<file path="src/design/rmq_pkg.sv">
// shared constants and types of the rotation matrix to quaternion unit
package rmq_pkg;

	localparam int FRAC_BITS  = 30;
	localparam int DATA_W     = 32;
	localparam int NUM_W      = 34;
	localparam int RAD_W      = 64;
	localparam int SQRT_STEPS = 32;
	localparam int DIV_STEPS  = DATA_W;
	localparam int DIV_LAT    = DIV_STEPS + 2;
	localparam int PIPE_LAT   = 1 + SQRT_STEPS + DIV_LAT + 1;

	typedef enum logic [1:0] {
		PART_W = 2'd0,
		PART_X = 2'd1,
		PART_Y = 2'd2,
		PART_Z = 2'd3
	} part_t;

	// payload that rides along the square root pipe
	typedef struct packed {
		part_t                    part;
		logic signed [NUM_W-1:0]  num_a;
		logic signed [NUM_W-1:0]  num_b;
		logic signed [NUM_W-1:0]  num_c;
	} sq_side_t;

	// what the final select needs besides the divider lanes
	typedef struct packed {
		part_t             part;
		logic [DATA_W-1:0] root;
	} tail_t;

	// flags carried through a divider lane
	typedef struct packed {
		logic neg;
		logic num_zero;
		logic root_zero;
		logic ovf;
	} div_flags_t;

endpackage

</file>
<file path="src/design/rmq_front.sv">
// branch select, radicand and off-diagonal numerators, one register stage
module rmq_front (
	input  logic                             clk,
	input  logic                             en,
	input  logic signed [rmq_pkg::DATA_W-1:0] m00,
	input  logic signed [rmq_pkg::DATA_W-1:0] m01,
	input  logic signed [rmq_pkg::DATA_W-1:0] m02,
	input  logic signed [rmq_pkg::DATA_W-1:0] m10,
	input  logic signed [rmq_pkg::DATA_W-1:0] m11,
	input  logic signed [rmq_pkg::DATA_W-1:0] m12,
	input  logic signed [rmq_pkg::DATA_W-1:0] m20,
	input  logic signed [rmq_pkg::DATA_W-1:0] m21,
	input  logic signed [rmq_pkg::DATA_W-1:0] m22,
	output logic [rmq_pkg::RAD_W-1:0]         rad_s1,
	output rmq_pkg::sq_side_t                 side_s1
);
	import rmq_pkg::*;

	localparam int ARG_W = DATA_W + 3;
	localparam logic signed [ARG_W-1:0] ONE = ARG_W'(1) <<< FRAC_BITS;

	logic signed [ARG_W-1:0] e00, e11, e22, trace, arg;
	logic signed [NUM_W-1:0] d21_12, d02_20, d10_01, s01_10, s02_20, s12_21;
	logic [RAD_W-1:0]        rad;
	sq_side_t                side;

	always_comb begin
		e00    = ARG_W'(m00);
		e11    = ARG_W'(m11);
		e22    = ARG_W'(m22);
		trace  = e00 + e11 + e22;
		d21_12 = NUM_W'(m21) - NUM_W'(m12);
		d02_20 = NUM_W'(m02) - NUM_W'(m20);
		d10_01 = NUM_W'(m10) - NUM_W'(m01);
		s01_10 = NUM_W'(m01) + NUM_W'(m10);
		s02_20 = NUM_W'(m02) + NUM_W'(m20);
		s12_21 = NUM_W'(m12) + NUM_W'(m21);
		if (trace > 0) begin
			side.part  = PART_W;
			arg        = trace + ONE;
			side.num_a = d21_12;
			side.num_b = d02_20;
			side.num_c = d10_01;
		end else if (m00 > m11 && m00 > m22) begin
			side.part  = PART_X;
			arg        = ONE + e00 - e11 - e22;
			side.num_a = s01_10;
			side.num_b = s02_20;
			side.num_c = d21_12;
		end else if (m11 > m22) begin
			side.part  = PART_Y;
			arg        = ONE + e11 - e00 - e22;
			side.num_a = s01_10;
			side.num_b = s12_21;
			side.num_c = d02_20;
		end else begin
			side.part  = PART_Z;
			arg        = ONE + e22 - e00 - e11;
			side.num_a = s02_20;
			side.num_b = s12_21;
			side.num_c = d10_01;
		end
		// negative argument clamps to zero
		if (arg < 0) begin
			rad = '0;
		end else begin
			rad = RAD_W'(arg[ARG_W-2:0]) << FRAC_BITS;
		end
	end

	always_ff @(posedge clk) begin
		if (en) begin
			rad_s1  <= rad;
			side_s1 <= side;
		end
	end

endmodule

</file>
<file path="config.mk">
export PLATFORM = sky130hd
export DESIGN_NAME = rmq_front
export DESIGN_NICKNAME = d
export VERILOG_FILES = /design/src/design/rmq_pkg.sv /design/src/design/rmq_front.sv
export SDC_FILE = /design/constraint.sdc
export NUM_CORES = 1
export LEC_CHECK = 0
export ABC_AREA = 1
export BUFFER_PORTS_ARGS = -buffer_cell sky130_fd_sc_hd__buf_4
export CORE_ASPECT_RATIO = 2
export CORE_MARGIN = 2
export CORE_UTILIZATION = 35
export CTS_CLUSTER_DIAMETER = 30
export DETAILED_ROUTE_END_ITERATION = 8
export GPL_TIMING_DRIVEN = 0
export PLACE_DENSITY = 0.62
export SYNTH_ARGS = -nofsm -noshare
export SYNTH_HDL_FRONTEND = slang
export SYNTH_SLANG_ARGS = --single-unit
</file>
<file path="constraint.sdc">
create_clock -name clk -period 7.2 [get_ports clk]
set_input_delay 0.72 -clock clk [delete_from_list [all_inputs] [get_ports clk]]
set_output_delay 0.72 -clock clk [all_outputs]
set_load 0.005 [all_outputs]
</file>
Word level (Yosys, flattened, before mapping)
Index checks and enable logic that the tools add are counted.

Output and inout port bits: 168. Word-level logic and storage cells: 38. Bits in registers: 168.

Order comparisons: 5. Add/sub/neg operators: 18. Reduce and logical (&&, ||, !) cells: 2. Mux-type cells: 6.

Operators with widths (count): two-way mux 103 bit (2); adder 32 x 32 -> 33 bit (4); two-way mux 35 bit (3); subtractor 34 x 32 -> 35 bit (3); two-way mux 102 bit (1); subtractor 33 x 32 -> 34 bit (3); adder 32 x 32 -> 33 bit (first input constant) (3); subtractor 32 x 32 -> 33 bit (3); > comparator 32 bit (3); adder 34 x 32 -> 35 bit (second input constant) (1); < comparator 35 x 1 -> 1 bit (second input constant) (1); adder 33 x 32 -> 34 bit (1); > comparator 34 x 1 -> 1 bit (second input constant) (1); OR reduction 2 bit (1); logical AND 1 bit (1).

Longest topological paths before layout
Word-level depth: 7. Mapped depth: 36.

Least setup slack after synthesis
No wires, ideal clock.

Path kind: input to register. Start point: in m00[1] in the netlist's numbering. End point: reg side_s1[12] in the netlist's numbering (data pin). Setup time: 252 ps. Arrival: 4429 ps. Required time: 6948 ps. Stages on the path: 34. Buffers on the path: 2. Path slack: 2518 ps. Path through: fa_1 -> ha_1 -> fa_1 -> nand2_1 -> inv_1 -> nand2_1 -> nand2_1 -> nand2_1 -> nand2_1 -> nand3_1 -> nand2_1 -> nand2_1 -> nand2_1 -> nand2_1 -> nand2_1 -> xor2_1 -> ha_1 -> nand2_1 -> nor3_1 -> nand3_1 -> nor2_1 -> nand2_1 -> nor2_1 -> nand3_1 -> nor2_1 -> nand3_1 -> nor2_1 -> nand2_1 -> nand2_1 -> buf_6 -> nand2_1 -> buf_2 -> nand2_1 -> nand2_1.

RTL lines: from (decl) (line rmq_front.sv:5) `input logic signed [rmq_pkg::DATA_W-1:0] m00,`; to (signal assigned) (line rmq_front.sv:74) `side_s1 <= side;`; to (decl) (line rmq_front.sv:15) `output rmq_pkg::sq_side_t side_s1`.

==> run summary <==
The pre-antenna-repair detailed-routing pass consisted of 8 iterations. Timing would allow up to 0.141 GHz. The checks that failed: max-capacitance violations, max-slew violations. The tools report the worst relative slew slack as -0.0859. Clock tree synthesis selected as its root buffer the cell sky130_fd_sc_hd__clkbuf_16. In this run the worst path has a maximum fanout of 10. After clock tree synthesis, the clock-pin slew on the worst setup and hold paths is 90 ps. The die covers 103000 sq um. In this run the static leakage power is 21.3 nW. The mean instance size in the synthesized netlist is 6.59 sq um, and the placed wire-length estimate is 182000 um. The run gives 0 as the post-detailed-route DRC marker count.

The run gives 5343 as the synthesized instance count. The number of buffers added to fix hold violations after cts is 0. Initial antenna violation count: 13.

At the worst endpoint, the required time is 7460 ps. Buffers inserted during post-CTS setup optimization: 0. During synthesis, Yosys emitted a total of 0 warnings. The via count of the first global-routing pass is 40514, and the endpoint arrival time on the critical path is 7350 ps. The dominant register cell in the synthesized netlist is sky130_fd_sc_hd__edfxtp_1. I/O pin total: 458.

The logs give 99700 sq um for the core area and 3 for the max-cap check violation count. Relative to the synthesized area, the layout overhead comes to 16.3%. The count of buffers added on input and output ports is 427.

The number of buffers created by CTS is 17, and the final instance count without filler cells is 7172. The average via count per standard cell was 5.39. Across the VDD grid, the largest voltage drop is 0.258 mV. The routed layout has 38677 vias. The run gives 7 as the number of max-slew violations in the final report. At the pin with the least slew margin, the transition time is 1610 ps. After layout, the design draws a total of 0.00968 W. The starting utilization of the core area was 0.353. Dividing total power by cell area gives a power density of 237 nW/um^2. For the finished layout, the period the worst path requires is 7090 ps.

The final cell utilization of the core is 0.410. The tools report the critical path capture point as side_s1[24]. The wire length of the first global-routing pass came out at 285000 um. The number of synthesized flops with an enable pin came out at 135.

The worst setup path is launched from an input pin. The synthesized design contains 135 register bits. The CTS H-tree depth is 4, and the async set-or-reset flop fraction in the synthesized netlist is 0. Setup repair after global routing left no endpoint under its margin. After floorplanning, the core was divided into 164 placement rows. The finished cells cover 40900 sq um. Synthesis instantiated 54 different standard cells from the library. The mapped netlist covers 35200 sq um. The final layout contains routed wiring with a total length of 209000 um. The pin count of the biggest net entering global routing was 77. Gates resized during post-CTS repair numbered 0.

The final worst-path cycle share works out to 0.984. The initial detailed-routing violation count is 2457, and the residual antenna-violating net count after detailed routing is 0. The buffer levels on the longest clock path was 2; the all-layer global routing usage was 0.396.

Kind of path behind the tightest hold check: in -> reg. The share of post-route cells with drive strength above 1 is 0.105. The worst setup path is captured at a register. The critical path launch point was m11[27]. For this run the aggregate overflow at the end of global routing stands at 0. The logs give 0 for the final count of hold timing violations and 7132 for the number of instances in the placed design.

The CTS sink count is 135. The total placed instance area came out at 40200 sq um. The flow ran to the end, but the final reports show violations.

The run gives 0.115 as the part of the Yosys area used for sequential elements. TritonCTS built the clock tree. The floorplan step set the die height to 452 um. At the end of routability-driven placement, the weighted congestion stood at 1.05.

Average wire per standard cell: 29.1 um. The path type of the worst setup path is in -> reg. Measured along the x axis, the die boundary spans 228 um. Setup violations remaining at the end of the flow were counted as 0. The final layout contains 6846 nets.
## per-stage QoR
| step | setup slack (ps) | setup TNS [ps] | hold slack (ps) |
|---|---|---|---|
| 6_report | 114 | 0 | 676 |
| 4_1_cts | 233 | 0 | 674 |
| 3_5_place_dp | -280 | -1990 | 1120 |
| 5_1_grt | 9.60 | 0 | 706 |
| 2_1_floorplan | 2520 | 0 | 832 |
| 3_3_place_gp | -336 | -3940 | 1120 |
## critical path, cell delays in order
cell and delay (ps):
sky130_fd_sc_hd__buf_4 130, sky130_fd_sc_hd__inv_1 180, sky130_fd_sc_hd__ha_1 280, sky130_fd_sc_hd__or2_2 310
sky130_fd_sc_hd__nor3_1 560, sky130_fd_sc_hd__and3_1 640, sky130_fd_sc_hd__nand4_1 950, sky130_fd_sc_hd__nand2_1 600
sky130_fd_sc_hd__clkinv_1 820, sky130_fd_sc_hd__nand2_2 680, sky130_fd_sc_hd__clkinv_1 780, sky130_fd_sc_hd__nand2_1 210
sky130_fd_sc_hd__o21ai_0 120, sky130_fd_sc_hd__nand2_1 160, sky130_fd_sc_hd__nand2_1 120
## layout make-up
class                   instances  area, sq um
fillers                     11093        58800
well taps                    1328         1660
flip-flops and latches        135         4050
multi-input cells            4225        27200
clock buffers                  17          425
plain buffers                 172          912
repair buffers                433         3290
diodes                          7         17.5
clock inverters                15          181
inverters                     840         3150
## report_power, final
part	switching (W)	internal [W]	total (W)
Clock	0.000513	0.000495	0.00101
Sequential	0.000173	0.00131	0.00148
Combinational	0.00500	0.00218	0.00719
## layer usage
layer	wire [um]	GRT usage	part of all wire	vias up
met5	66	0	0.00032	-
met4	30100	0.479	0.14	8
met3	9560	0.0648	0.046	817
met2	110000	0.758	0.53	1652
met1	59100	0.307	0.28	18088
li1	-	-	-	18112
## cells by family after synthesis
group           after synthesis  share of synthesized area
buf+inv                    1012                      0.116
other cells                   1                   0.000107
mux                           1                   0.000284
xor+xnor                    251                     0.0625
flops                       135                      0.115
compound gates             1024                      0.160
simple gates               2187                      0.254
fa+ha+maj                   732                      0.292
## state kept, by name, summed over array words and instances, names as in the netlist
| name | cells |
|---|---|
| rad_s1 | 34 |
| side_s1 | 101 |
## cells in the mapped netlist (all sizes together), types with 10 or more instances
cell type | number | area, sq um
clkbuf | 89 | 334
nand2 | 1276 | 4810
ha | 584 | 7310
xnor2 | 45 | 394
edfxtp | 135 | 4050
nor4 | 31 | 194
buf | 83 | 578
a31oi | 37 | 231
a221oi | 10 | 87.6
or2 | 20 | 125
o21bai | 37 | 278
nor2 | 486 | 1840
o21a | 14 | 105
xor2 | 206 | 1800
nand3b | 11 | 82.6
nor3 | 66 | 330
a21boi | 15 | 113
nand3 | 240 | 1200
a21o | 39 | 293
a21oi | 444 | 2230
a211oi | 10 | 75.1
o21ai | 369 | 1850
nand4 | 51 | 319
inv | 834 | 3130
fa | 148 | 2960
o211ai | 30 | 240
## cells in the final DEF (no fill, tap or decap), drive strengths merged, types with 148 or more instances in the layout
cell / Yosys / routed
nand2: 1276 / 1276
inv: 834 / 841
ha: 584 / 584
buf: 83 / 516
nor2: 486 / 486
a21oi: 444 / 444
o21ai: 369 / 369
nand3: 240 / 240
xor2: 206 / 206
fa: 148 / 148
## worst min-delay path by stage
stage	depth (start not counted)	start	to
finish	3	m12[0]	side_s1[68]
global route	3	m12[0]	side_s1[68]
CTS	3	m12[0]	side_s1[68]
detailed placement	1	rad_s1[44]	rad_s1[44]
global placement	1	rad_s1[44]	rad_s1[44]
floorplan	0	en	rad_s1[30]
Note: power is estimated with default switching activity, not from simulation.
